--- src/sv/clpd_pkg.sv ---
package clpd_pkg;

    typedef enum logic [2:0] {
        ST_IDLE,
        ST_SHIFT,
        ST_CHECK,
        ST_RUN,
        ST_DIFF,
        ST_ARC,
        ST_EMIT
    } clpd_state_t;

    typedef enum logic [1:0] {
        REG_BRIGHT_OFFSET,
        REG_SIDE_DIFF_LIMIT,
        REG_IMAGE_WIDTH,
        REG_IMAGE_HEIGHT
    } clpd_reg_t;

    // Commands from the controller to the datapath.
    typedef struct packed {
        logic accept;
        logic shift;
        logic init;
        logic run;
        logic arc_init;
        logic arc_step;
        logic emit;
    } clpd_cmd_t;

    // Status from the datapath to the controller.
    typedef struct packed {
        logic eligible;
        logic run_go;
        logic run_hit;
        logic diff_ok;
        logic arc_last;
        logic out_free;
    } clpd_sts_t;

    typedef struct packed {
        logic [7:0]  bright_offset;
        logic [7:0]  side_diff_limit;
        logic [10:0] image_width;
        logic [10:0] image_height;
    } clpd_cfg_t;

    localparam int CFG_DATA_W = 11;
    localparam int CFG_INDEX_W = 2;

    localparam logic [7:0]  BRIGHT_OFFSET_RST   = 8'd20;
    localparam logic [7:0]  SIDE_DIFF_LIMIT_RST = 8'd20;
    localparam logic [10:0] IMAGE_WIDTH_RST     = 11'd640;
    localparam logic [10:0] IMAGE_HEIGHT_RST    = 11'd480;

    localparam int MIN_DIM = 7;
    localparam int WIN = 7;
    localparam int LINES = 6;
    localparam int RUN_LEN = 5;
    localparam int ARC_LAST = 2;

    localparam logic signed [8:0] NO_DIR = -9'sd181;

    localparam logic signed [2:0] CIRC_X [16] =
        '{-3, -3, -2, -1, 0, 1, 2, 3, 3, 3, 2, 1, 0, -1, -2, -3};
    localparam logic signed [2:0] CIRC_Y [16] =
        '{0, -1, -2, -3, -3, -3, -2, -1, 0, 1, 2, 3, 3, 3, 2, 1};

    localparam logic [7:0] WRAP_MASK [8] =
        '{8'h0E, 8'h1C, 8'h38, 8'h70, 8'hE0, 8'hC1, 8'h83, 8'h07};

    // Floor of atan2(ay, ax) in degrees, indexed [ay][ax].
    localparam logic [7:0] QUAD_DEG [7][7] = '{
        '{8'd0,  8'd0,  8'd0,  8'd0,  8'd0,  8'd0,  8'd0},
        '{8'd90, 8'd45, 8'd26, 8'd18, 8'd14, 8'd11, 8'd9},
        '{8'd90, 8'd63, 8'd45, 8'd33, 8'd26, 8'd21, 8'd18},
        '{8'd90, 8'd71, 8'd56, 8'd45, 8'd36, 8'd30, 8'd26},
        '{8'd90, 8'd75, 8'd63, 8'd53, 8'd45, 8'd38, 8'd33},
        '{8'd90, 8'd78, 8'd68, 8'd59, 8'd51, 8'd45, 8'd39},
        '{8'd90, 8'd80, 8'd71, 8'd63, 8'd56, 8'd50, 8'd45}
    };

    // Direction of (dx, dy) folded into whole degrees 0..180.
    function automatic logic signed [8:0] fold_angle(logic signed [3:0] dx,
                                                     logic signed [3:0] dy);
        logic [2:0] ax;
        logic [2:0] ay;
        logic [7:0] q;
        logic       exact;
        logic [7:0] d;
        ax = dx[3] ? 3'(-dx) : 3'(dx);
        ay = dy[3] ? 3'(-dy) : 3'(dy);
        if (ax > 3'd6) ax = 3'd6;
        if (ay > 3'd6) ay = 3'd6;
        q = QUAD_DEG[ay][ax];
        exact = (ax == 3'd0) || (ay == 3'd0) || (ax == ay);
        if (!dx[3]) d = q;
        else if (exact) d = 8'd180 - q;
        else d = 8'd179 - q;
        if (!dy[3]) return signed'({1'b0, d});
        return signed'(9'd179 - {1'b0, d});
    endfunction

endpackage

--- src/sv/clpd_ctrl.sv ---
module clpd_ctrl (
    input  logic               clk,
    input  logic               rst_n,
    input  logic               in_valid,
    output logic               in_ready,
    input  clpd_pkg::clpd_sts_t sts,
    output clpd_pkg::clpd_cmd_t cmd
);
    import clpd_pkg::*;

    clpd_state_t state_reg;
    clpd_state_t state_next;

    always_ff @(posedge clk or negedge rst_n)
    begin
        if (!rst_n)
        begin
            state_reg <= ST_IDLE;
        end
        else
        begin
            state_reg <= state_next;
        end
    end

    always_comb
    begin
        state_next = state_reg;
        unique case (state_reg)
            ST_IDLE:
            begin
                if (in_valid) state_next = ST_SHIFT;
            end
            ST_SHIFT:
            begin
                state_next = sts.eligible ? ST_CHECK : ST_IDLE;
            end
            ST_CHECK:
            begin
                state_next = ST_RUN;
            end
            ST_RUN:
            begin
                if (!sts.run_go) state_next = sts.run_hit ? ST_DIFF : ST_IDLE;
            end
            ST_DIFF:
            begin
                state_next = sts.diff_ok ? ST_ARC : ST_EMIT;
            end
            ST_ARC:
            begin
                if (sts.arc_last) state_next = ST_EMIT;
            end
            ST_EMIT:
            begin
                if (sts.out_free) state_next = ST_IDLE;
            end
            default:
            begin
                state_next = ST_IDLE;
            end
        endcase
    end

    always_comb
    begin
        cmd = '0;
        in_ready = 1'b0;
        unique case (state_reg)
            ST_IDLE:
            begin
                in_ready = 1'b1;
                cmd.accept = in_valid;
            end
            ST_SHIFT: cmd.shift = 1'b1;
            ST_CHECK: cmd.init = 1'b1;
            ST_RUN:   cmd.run = sts.run_go;
            ST_DIFF:  cmd.arc_init = 1'b1;
            ST_ARC:   cmd.arc_step = 1'b1;
            ST_EMIT:  cmd.emit = sts.out_free;
            default:  cmd = '0;
        endcase
    end

endmodule

--- config.mk ---
export PLATFORM = sky130hd
export DESIGN_NAME = clpd_ctrl
export DESIGN_NICKNAME = d
export VERILOG_FILES = /design/src/sv/clpd_pkg.sv /design/src/sv/clpd_ctrl.sv
export SDC_FILE = /design/constraint.sdc
export NUM_CORES = 1
export LEC_CHECK = 0
export BUFFER_PORTS_ARGS = -buffer_cell sky130_fd_sc_hd__buf_2
export CORE_AREA = 2 2 39 41
export CTS_CLUSTER_DIAMETER = 30
export DETAILED_ROUTE_END_ITERATION = 7
export DIE_AREA = 0 0 41 43
export HOLD_SLACK_MARGIN = 0.02
export SYNTH_ARGS = -nofsm -noshare
export SYNTH_HDL_FRONTEND = slang
export SYNTH_SLANG_ARGS = --single-unit
--- constraint.sdc ---
create_clock -name clk -period 1.05 [get_ports clk]
set_input_delay 0.315 -clock clk [delete_from_list [all_inputs] [get_ports clk]]
set_output_delay 0.315 -clock clk [all_outputs]
set_load 0.01 [all_outputs]
==> results of run 1 <==
final timing paths:
check	to	slack [ns]	cells after the start
worst max-delay path	cmd[0]	-0.44	3
max in group asynchronous	state_reg[1]	0.53	2
worst max register to register	state_reg[0]	-0.27	4
worst min-delay path	state_reg[2]	0.37	3
worst min register to register	state_reg[1]	0.66	3
min in group asynchronous	state_reg[0]	0.41	2
metrics by stage:
step           std cells  cell area [sq um]   power, W
6_report              75              549.3   0.001577
5_1_grt               75              549.3   0.001702
4_1_cts               75              529.3   0.001528
3_5_place_dp          67              412.9   0.001072
3_3_place_gp          67              412.9   0.001065
2_1_floorplan         31              294.0  0.0008564
cells in the final DEF, fill, tap and decap left out:
cell type                       instances
sky130_fd_sc_hd__and4b_2                1
sky130_fd_sc_hd__nand2b_1               1
sky130_fd_sc_hd__o21ai_2                1
sky130_fd_sc_hd__and3_4                 1
sky130_fd_sc_hd__a32oi_1                1
sky130_fd_sc_hd__inv_1                  1
sky130_fd_sc_hd__buf_6                 10
sky130_fd_sc_hd__nor3b_2                1
sky130_fd_sc_hd__a21oi_1                1
sky130_fd_sc_hd__buf_2                 12
sky130_fd_sc_hd__nor2b_4                2
sky130_fd_sc_hd__and2_4                 2
sky130_fd_sc_hd__dlygate4sd3_1          1
sky130_fd_sc_hd__a211oi_1               1
sky130_fd_sc_hd__nor2b_1                2
sky130_fd_sc_hd__dfrtp_1                1
sky130_fd_sc_hd__nor2_4                 1
sky130_fd_sc_hd__nor3_1                 1
sky130_fd_sc_hd__a211o_1                1
sky130_fd_sc_hd__dfrtp_2                2
sky130_fd_sc_hd__clkbuf_4               3
sky130_fd_sc_hd__nand3b_1               2
sky130_fd_sc_hd__or2b_1                 1
sky130_fd_sc_hd__nand2_1                2
sky130_fd_sc_hd__nor3_4                 1
sky130_fd_sc_hd__buf_4                  4
sky130_fd_sc_hd__clkbuf_1               1
sky130_fd_sc_hd__nand4b_1               1
power by group:
group	leakage [nW]	switching (W)	internal, W
Clock	0.0150	0.0000567	0.000142
Sequential	0.0349	0.000136	0.000186
Combinational	0.219	0.000414	0.000643
Total	0.269	0.000607	0.000971
timing repair:
| action | 4_1_cts | 5_1_grt |
|---|---|---|
| resized for setup | 16 | 5 |
| endpoints found under the setup margin | 10 | 11 |
| cloned | 0 | 0 |
| hold buffers | 1 | 0 |
| setup buffers | 3 | 1 |
| endpoints found under the hold margin | 3 | 0 |
| pin swaps | 6 | 2 |
kinds of logic (layout without fill, tap and decap cells):
family	Yosys count	in the layout	synth area share
AOI/OAI and AO/OA	5	5	0.1296
buffers and inverters	4	32	0.1018
DFF	3	3	0.2778
and+or+nand+nor	19	19	0.4908
tightest hold or removal path: cells and delay by family:
| family | cells | cell delay [ns] |
|---|---|---|
| buffers and inverters | 1 | 0.10 |
| and+or+nand+nor | 2 | 0.15 |
final cells by class:
| class | instances | area [sq um] | share of cell area |
|---|---|---|---|
| multi-input combinational | 24 | 209.0 | 0.3804 |
| tap | 16 | 20.02 | 0.03645 |
| timing repair buffer | 27 | 212.7 | 0.3872 |
| inverter | 1 | 3.754 | 0.006834 |
| clock buffer | 4 | 26.28 | 0.04784 |
| sequential | 3 | 77.57 | 0.1412 |
routing by layer:
layer | routed length [um] | part of all wire | track usage | vias to the layer above
met3 | 45 | 0.058 | 0.03141 | 4
met1 | 330 | 0.42 | 0.1303 | 142
li1 | - | - | - | 165
met2 | 379 | 0.49 | 0.1563 | 10
met4 | 24 | 0.031 | 0.1000 | 0
met5 | 0 | 0 | 0 | -
==> flow_summary_export.csv, run 1 <==
group,metric,value,unit
yosys,yosys_warnings,0,
die,core_region_area,0.001384,sq mm
die,die_width,41,um
run_status,outcome,"finished, violations left",
clock_tree,clock_latency,0.23,ns
clock_tree,clkTransAtPathRegs,0.04,ns
min_path,min_from,"sts[3]",
layout,antenna_cells_inserted,0,
job,count_of_max_cap_constraint_violations,0,
clock_tree,ctsLongestPathBuffers,2,
clock_tree,ctsHtreeMaxLevel,1,
setup_path,worst_ep_arrival_time,1.17,ns
yosys,synth_enable_flop_cells,0,
sta,grt_setup_unrepaired,"true",
yosys,seq_total_area_yosys,0.2778,
setup_path,path_cells,"buf_6 > and4b_2 > buf_6",
power,power_per_cell_area,2872,mW/mm^2
sta,slew_headroom,0.8273,
sta,period_share,1.415,
yosys,ys.flop_type,"sky130_fd_sc_hd__dfrtp_1",
yosys,top_post_synthesis_cells_by_area,"sky130_fd_sc_hd__dfrtp_1 28%, sky130_fd_sc_hd__nor2b_1 6.9%, sky130_fd_sc_hd__nand3b_1 5.6%",
setup_path,r2r-start,"state_reg[1]",
clock_tree,clock_tree_from_tritoncts,"done",
setup_path,critPathMostFrequentCell,"sky130_fd_sc_hd__buf_6",
placed_design,place_worst_setup_slack,-0.2390,ns
yosys,synthCells,31,
routing,detailroute.via_count,321,
sta,worst_slew_pin_slew,0.2575,ns
placed_design,place_hpwl,537.6,um
routing,routed_via_density,4.280,
die,die_h,43,um
die,floorplan.io_pins,17,
placed_design,globalplace.congestion,0.7259,
setup_path,worst_setup_path_start,"state_reg[2]",
yosys,postSynthAreaPerCell,8.718,sq um
yosys,yosys.cell_types.count,24,
yosys,synth_seq_cells,3,
grt,grt_pass1_wl,1255,um
placed_design,placement.io_buffers,16,
clock_tree,tritoncts.num_buffers,3,
yosys,ys_top_cells_by_count,"3 x sky130_fd_sc_hd__dfrtp_1, 3 x sky130_fd_sc_hd__nor2b_1, 2 x sky130_fd_sc_hd__nand2_1, 2 x sky130_fd_sc_hd__nand3b_1, 2 x sky130_fd_sc_hd__nor3_1",
yosys,yosysTopAreaCellShare,0.2778,
sta,whs,0.3712,ns
clock_tree,clock_sink_count,3,
routing,detailedRoute.firstPassIterationCount,2,
sta,final.setup.worst_slack,-0.4358,ns
sta,slew_violations,0,
sta,tns,-3.463,ns
grt,via_count_of_the_first_global_routing_pass,312,
die,design.die.area,0.001763,sq mm
die,core.rowCount,14,
power,worst_ir_drop_vdd,1.206,mV
clock_tree,cts_root_buffer,"sky130_fd_sc_hd__clkbuf_4",
layout,finish.utilization,0.3969,
layout,design.final.nets,69,
grt,grt-ovfl-total,0,
layout,area_growth,103.2,%
sta,setup_viol,10,
routing,antenna_violating_nets_post_route,0,
routing,drt-initial-drc-count,1,
yosys,synth_top_area_cell,"sky130_fd_sc_hd__dfrtp_1",
yosys,syn_nets,40,
routing,routed_wirelength,779,um
layout,layout.filler_cells,139,
yosys,share_of_flip_flops_with_an_asynchronous_set_or_reset,1.000,
grt,grt.total_usage,0.1119,
sta,setup_skew_after_layout,0.0003736,ns
sta,timing.final.hold_violations,0,
setup_path,crit_path_start_kind,"register",
setup_path,slowest_delay,0.47,ns
power,p_leak,0.2694,nW
setup_path,critPathKind,"register to output pin",
setup_path,timing.critical_path.slowest_stage_cell,"sky130_fd_sc_hd__dfrtp_2",
min_path,hold_path.class,"input port to register",
grt,antenna_violations_before_repair,0,
run_status,violations,"setup timing",
routing,drt-wirelength-per-cell,10.39,um
setup_path,critical_path.max_fanout,7,
setup_path,worst_path_dominant_cell_family,"flip-flops",
setup_path,crit_required,0.73,ns
layout,fraction_of_layout_instances_using_a_drive_strength_above_1,0.6949,
setup_path,crit_buf_inv,2,
grt,grt_max_degree,9,
sta,max_freq,673.1,MHz
setup_path,worst_setup_ep_type,"output pin",
yosys,synthesis.area,270.3,sq um
routing,residual_drc,0,
layout,flip_flop_count_of_the_largest_register_after_layout,3,
sta,period_needed,1.486,ns
die,floorplan.initialDensity,0.1953,
Power figures use the tool's default switching activity.
==> inputs of run 2 (changes only) <==
--- a/config.mk
+++ b/config.mk
@@ -5,11 +5,11 @@
 export SDC_FILE = /design/constraint.sdc
 export NUM_CORES = 1
 export LEC_CHECK = 0
-export BUFFER_PORTS_ARGS = -buffer_cell sky130_fd_sc_hd__buf_2
 export CORE_AREA = 2 2 39 41
 export CTS_CLUSTER_DIAMETER = 30
 export DETAILED_ROUTE_END_ITERATION = 7
 export DIE_AREA = 0 0 41 43
+export DONT_BUFFER_PORTS = 1
 export HOLD_SLACK_MARGIN = 0.02
 export SYNTH_ARGS = -nofsm -noshare
 export SYNTH_HDL_FRONTEND = slang
==> flow_summary_export.csv, run 2 (synthesis results as in run 1) <==
group,metric,value,unit
layout,flip_flop_count_of_the_largest_register_after_layout,3,
routing,wl_met3,95,um
sta,period_share,1.350,
sta,setup_viol,11,
placed_design,place_worst_setup_slack,-0.1951,ns
setup_path,slowest_delay,0.43,ns
routing,drt-wirelength-per-cell,13.03,um
routing,routed_wirelength,782,um
sta,max_freq,705.3,MHz
clock_tree,clock_tree_from_tritoncts,"done",
run_status,outcome,"finished, violations left",
layout,fraction_of_layout_instances_using_a_drive_strength_above_1,0.7273,
placed_design,placement.io_buffers,0,
clock_tree,ctsLongestPathBuffers,2,
min_path,hold_path.class,"input port to register",
job,count_of_max_cap_constraint_violations,0,
layout,area_growth,73.61,%
min_path,hold_end,"state_reg[0]",
die,design.die.area,0.001763,sq mm
sta,setup_skew_after_layout,0.005877,ns
layout,design.final.nets,54,
routing,antenna_violating_nets_post_route,0,
sta,tns,-3.083,ns
sta,whs,0.2576,ns
sta,final.setup.worst_slack,-0.3678,ns
routing,residual_drc,0,
clock_tree,clock_latency,0.23,ns
grt,grt.total_usage,0.1118,
die,core_region_area,0.001384,sq mm
setup_path,worst_setup_ep_type,"output pin",
placed_design,globalplace.congestion,0.7116,
setup_path,timing.rr.end,"state_reg[0]",
power,power_per_cell_area,3379,mW/mm^2
setup_path,timing.reg2reg.worst_path_depth,4,
power,worst_ir_drop_vdd,1.811,mV
layout,finish.cell_count_without_fillers,60,
die,die_h,43,um
setup_path,crit_path_start_kind,"register",
grt,grt_max_degree,8,
setup_path,reg2reg_setup_slack,-0.20,ns
die,floorplan.initialDensity,0.1953,
setup_path,timing.critical_path.slowest_stage_cell,"sky130_fd_sc_hd__dfrtp_2",
layout,layout.cells.most_common,"sky130_fd_sc_hd__buf_4",
setup_path,critPathKind,"register to output pin",
routing,drt-initial-drc-count,3,
die,floorplan.io_pins,17,
run_status,violations,"setup timing",
routing,detailedRoute.firstPassIterationCount,2,
sta,timing.final.hold_violations,0,
setup_path,path_cells,"buf_6 > and4b_2",
sta,slew_headroom,0.8648,
routing,maxUsedRoutingLayer,"met3",
routing,detailroute.via_count,280,
layout,final_cell_mix,"8 x sky130_fd_sc_hd__buf_4, 4 x sky130_fd_sc_hd__nor2b_4, 3 x sky130_fd_sc_hd__clkbuf_4, 3 x sky130_fd_sc_hd__buf_6, 3 x sky130_fd_sc_hd__dfrtp_2",
sta,worst_slew_pin_slew,0.2028,ns
sta,period_needed,1.418,ns
sta,slew_violations,0,
placed_design,placedCellCount,51,
grt,grt_pass1_wl,1324,um
grt,grt-ovfl-total,0,
sta,grt_setup_unrepaired,"true",
routing,routed_via_density,4.667,
min_path,min_from,"sts[1]",
clock_tree,cts_root_buffer,"sky130_fd_sc_hd__clkbuf_4",
layout,antenna_cells_inserted,0,
placed_design,place_hpwl,529.9,um
setup_path,r2r-start,"state_reg[1]",
power,p_leak,0.2028,nW
grt,antenna_violations_before_repair,0,
die,die_width,41,um
grt,via_count_of_the_first_global_routing_pass,283,
clock_tree,ctsHtreeMaxLevel,1,
setup_path,worst_ep_arrival_time,1.10,ns
clock_tree,clock_sink_count,3,
routing,wl_met2,391,um
setup_path,critical_path.max_fanout,5,
clock_tree,clkTransAtPathRegs,0.03,ns
setup_path,crit_required,0.73,ns
die,core.rowCount,14,
routing,wl_met1,295,um
clock_tree,tritoncts.num_buffers,3,
min_path,hold-path-cell-count,2,
==> run 2: cell type report <==
| class | instances | area (sq um) |
|---|---|---|
| Clock buffer | 4 | 26.28 |
| Timing Repair Buffer | 12 | 103.9 |
| Inverter | 1 | 3.754 |
| Tap cell | 16 | 20.02 |
| Multi-Input combinational cell | 24 | 236.5 |
| Sequential cell | 3 | 78.83 |
| Fill cell | 145 | 914.6 |
==> run 2: metal layers <==
metal  up-vias  track usage
met5         -            0
met4         0      0.02000
met3         0      0.08377
met2        10       0.1500
met1       133       0.1429
li1        137            -
==> run 2: critical path, delay by kind of cell (launching register included) <==
family	cells	cell delay [ns]
simple gates	1	0.31
flops	1	0.43
buf+inv	1	0.14
==> run 2: timing repair <==
| item | in CTS | in global routing |
|---|---|---|
| setup buffers | 3 | 1 |
| hold buffers | 1 | 0 |
| pin swaps | 8 | 2 |
| gates resized for setup | 12 | 11 |
| endpoints found under the hold margin | 3 | 0 |
| endpoints found under the setup margin | 10 | 11 |
==> run 2: how the worst max path moves through the flow <==
stage / slack, ns / startpoint / cells past startpoint / to
after floorplan: -0.16 / state_reg[0] / 3 / cmd[6]
after global placement: -0.19 / state_reg[1] / 3 / state_reg[0]
after detailed placement: -0.20 / state_reg[1] / 3 / state_reg[0]
after CTS: -0.37 / state_reg[0] / 2 / cmd[0]
after global routing: -0.41 / state_reg[0] / 3 / cmd[6]
final: -0.37 / state_reg[0] / 2 / cmd[0]
==> run 2: stage by stage <==
step / total power [W] / area (sq um) / utilization
2_1_floorplan: 0.0008564 / 294.0 / -
3_3_place_gp: 0.001001 / 332.8 / 0.2405
3_5_place_dp: 0.001008 / 332.8 / 0.2405
4_1_cts: 0.001428 / 426.7 / 0.3083
5_1_grt: 0.001709 / 469.2 / 0.3391
6_report: 0.001586 / 469.2 / 0.3391
==> run 2: power by group <==
part / leakage, nW / switching [W] / internal (W) / total (W)
clock network: 0.0150 / 0.0000603 / 0.000142 / 0.000203
registers: 0.0338 / 0.000146 / 0.000190 / 0.000336
logic: 0.154 / 0.000426 / 0.000622 / 0.00105
==> inputs of run 3 (changes only) <==
==> constraint.sdc (replaced) <==
create_clock -name clk -period 1.05 [get_ports clk]
set_input_delay 0.315 -clock clk [delete_from_list [all_inputs] [get_ports clk]]
set_output_delay 0.315 -clock clk [all_outputs]
set_load 0.005 [all_outputs]
==> flow_summary_export.csv, run 3 (synthesis results as in run 1) <==
group,metric,value,unit
layout,final_cell_mix,"7 x sky130_fd_sc_hd__buf_4, 6 x sky130_fd_sc_hd__buf_6, 3 x sky130_fd_sc_hd__clkbuf_4",
die,die_width,41,um
placed_design,globalplace.congestion,0.7063,
sta,grt_setup_unrepaired,"true",
setup_path,worst_setup_path_start,"state_reg[2]",
setup_path,r2r-start,"state_reg[1]",
sta,period_share,1.312,
routing,routed_via_density,4.484,
die,core.rowCount,14,
placed_design,placement.io_buffers,0,
sta,slew_violations,0,
setup_path,critPathKind,"register to output pin",
placed_design,place_hpwl,580.6,um
job,count_of_max_cap_constraint_violations,0,
setup_path,crit_required,0.73,ns
routing,detailroute.via_count,278,
grt,grt_pass1_wl,1214,um
power,worst_ir_drop_vdd,0.9503,mV
sta,slew_headroom,0.8760,
layout,fraction_of_layout_instances_using_a_drive_strength_above_1,0.7174,
sta,setup_skew_after_layout,0.003311,ns
clock_tree,ctsLongestPathBuffers,2,
sta,timing.final.hold_violations,0,
sta,tns,-2.774,ns
die,design.die.area,0.001763,sq mm
layout,flip_flop_count_of_the_largest_register_after_layout,3,
grt,grt_max_degree,10,
routing,antenna_violating_nets_post_route,0,
grt,grt.total_usage,0.1055,
placed_design,place_worst_setup_slack,-0.1901,ns
layout,finish.utilization,0.3508,
clock_tree,clkTransAtPathRegs,0.04,ns
sta,max_freq,725.6,MHz
sta,whs,0.2581,ns
clock_tree,ctsHtreeMaxLevel,1,
clock_tree,cts_root_buffer,"sky130_fd_sc_hd__clkbuf_4",
routing,residual_drc,0,
die,die_h,43,um
run_status,outcome,"finished, violations left",
grt,via_count_of_the_first_global_routing_pass,283,
die,floorplan.io_pins,17,
layout,area_growth,79.63,%
power,power_per_cell_area,3329,mW/mm^2
routing,detailedRoute.firstPassIterationCount,2,
grt,antenna_violations_before_repair,0,
run_status,violations,"setup timing",
sta,final.setup.worst_slack,-0.3281,ns
power,p_leak,0.2092,nW
clock_tree,clock_tree_from_tritoncts,"done",
setup_path,worst_ep_arrival_time,1.06,ns
grt,grt-ovfl-total,0,
layout,antenna_cells_inserted,0,
min_path,hold_path.class,"input port to register",
clock_tree,clock_latency,0.23,ns
sta,worst_slew_pin_slew,0.1860,ns
setup_path,crit_path_start_kind,"register",
min_path,min_from,"sts[1]",
clock_tree,tritoncts.num_buffers,3,
layout,layout.cells.most_common,"sky130_fd_sc_hd__buf_4",
layout,design.final.nets,56,
die,floorplan.initialDensity,0.1953,
routing,routed_wirelength,890,um
layout,layout.filler_cells,136,
sta,period_needed,1.378,ns
routing,drt-initial-drc-count,1,
die,core_region_area,0.001384,sq mm
setup_path,critical_path.max_fanout,7,
sta,setup_viol,11,
routing,drt-wirelength-per-cell,14.35,um
clock_tree,clock_sink_count,3,
setup_path,worst_setup_ep_type,"output pin",
==> run 3: worst paths after layout <==
kind / endpoint / slack, ns / cells past startpoint
max: cmd[3] / -0.33 / 2
min: state_reg[0] / 0.26 / 2
max reg2reg: state_reg[0] / -0.16 / 4
min reg2reg: state_reg[2] / 0.70 / 3
max in group asynchronous: state_reg[1] / 0.55 / 1
min in group asynchronous: state_reg[0] / 0.34 / 1
==> run 3: per-layer routing <==
| metal | part of all wire | GRT usage | vias to the layer above |
|---|---|---|---|
| met3 | 0.085 | 0.03665 | 0 |
| met4 | 0 | 0.08000 | 0 |
| met5 | 0 | 0 | - |
| li1 | - | - | 138 |
| met1 | 0.31 | 0.1000 | 133 |
| met2 | 0.60 | 0.1719 | 7 |
==> run 3: where the power goes <==
group          switching [W]  leakage (nW)  internal [W]
registers           0.000126        0.0349      0.000186
logic               0.000429         0.159      0.000674
clock network      0.0000586        0.0150      0.000142
total               0.000613         0.209       0.00100
==> run 3: layout make-up <==
type / instances / area (sq um) / share of cell area
Multi-Input combinational cell: 24 / 227.7 / 0.4691
Timing Repair Buffer: 14 / 130.1 / 0.2680
Sequential cell: 3 / 77.57 / 0.1598
Clock buffer: 4 / 26.28 / 0.05412
Tap cell: 16 / 20.02 / 0.04124
Inverter: 1 / 3.754 / 0.007732
==> run 3: worst max-delay path, stage by stage, from the launching register on <==
cell	delay, ns
sky130_fd_sc_hd__dfrtp_2	0.46
sky130_fd_sc_hd__nor2b_2	0.16
sky130_fd_sc_hd__and3_4	0.21
==> run 3: repair_timing <==
action | 4_1_cts | 5_1_grt
pin swaps | 6 | 4
gates resized for setup | 12 | 10
buffers inserted | 6 | 3
setup endpoints to repair | 10 | 11
hold endpoints to repair | 3 | 0
hold buffers | 1 | 0
==> run 3: through the flow <==
stage | cell area, sq um | instances | total power (W)
floorplan | 300.3 | 31 | 0.0008267
global placement | 324.1 | 49 | 0.0009306
detailed placement | 324.1 | 49 | 0.0009363
CTS | 444.2 | 60 | 0.001452
global route | 485.5 | 62 | 0.001728
finish | 485.5 | 62 | 0.001616
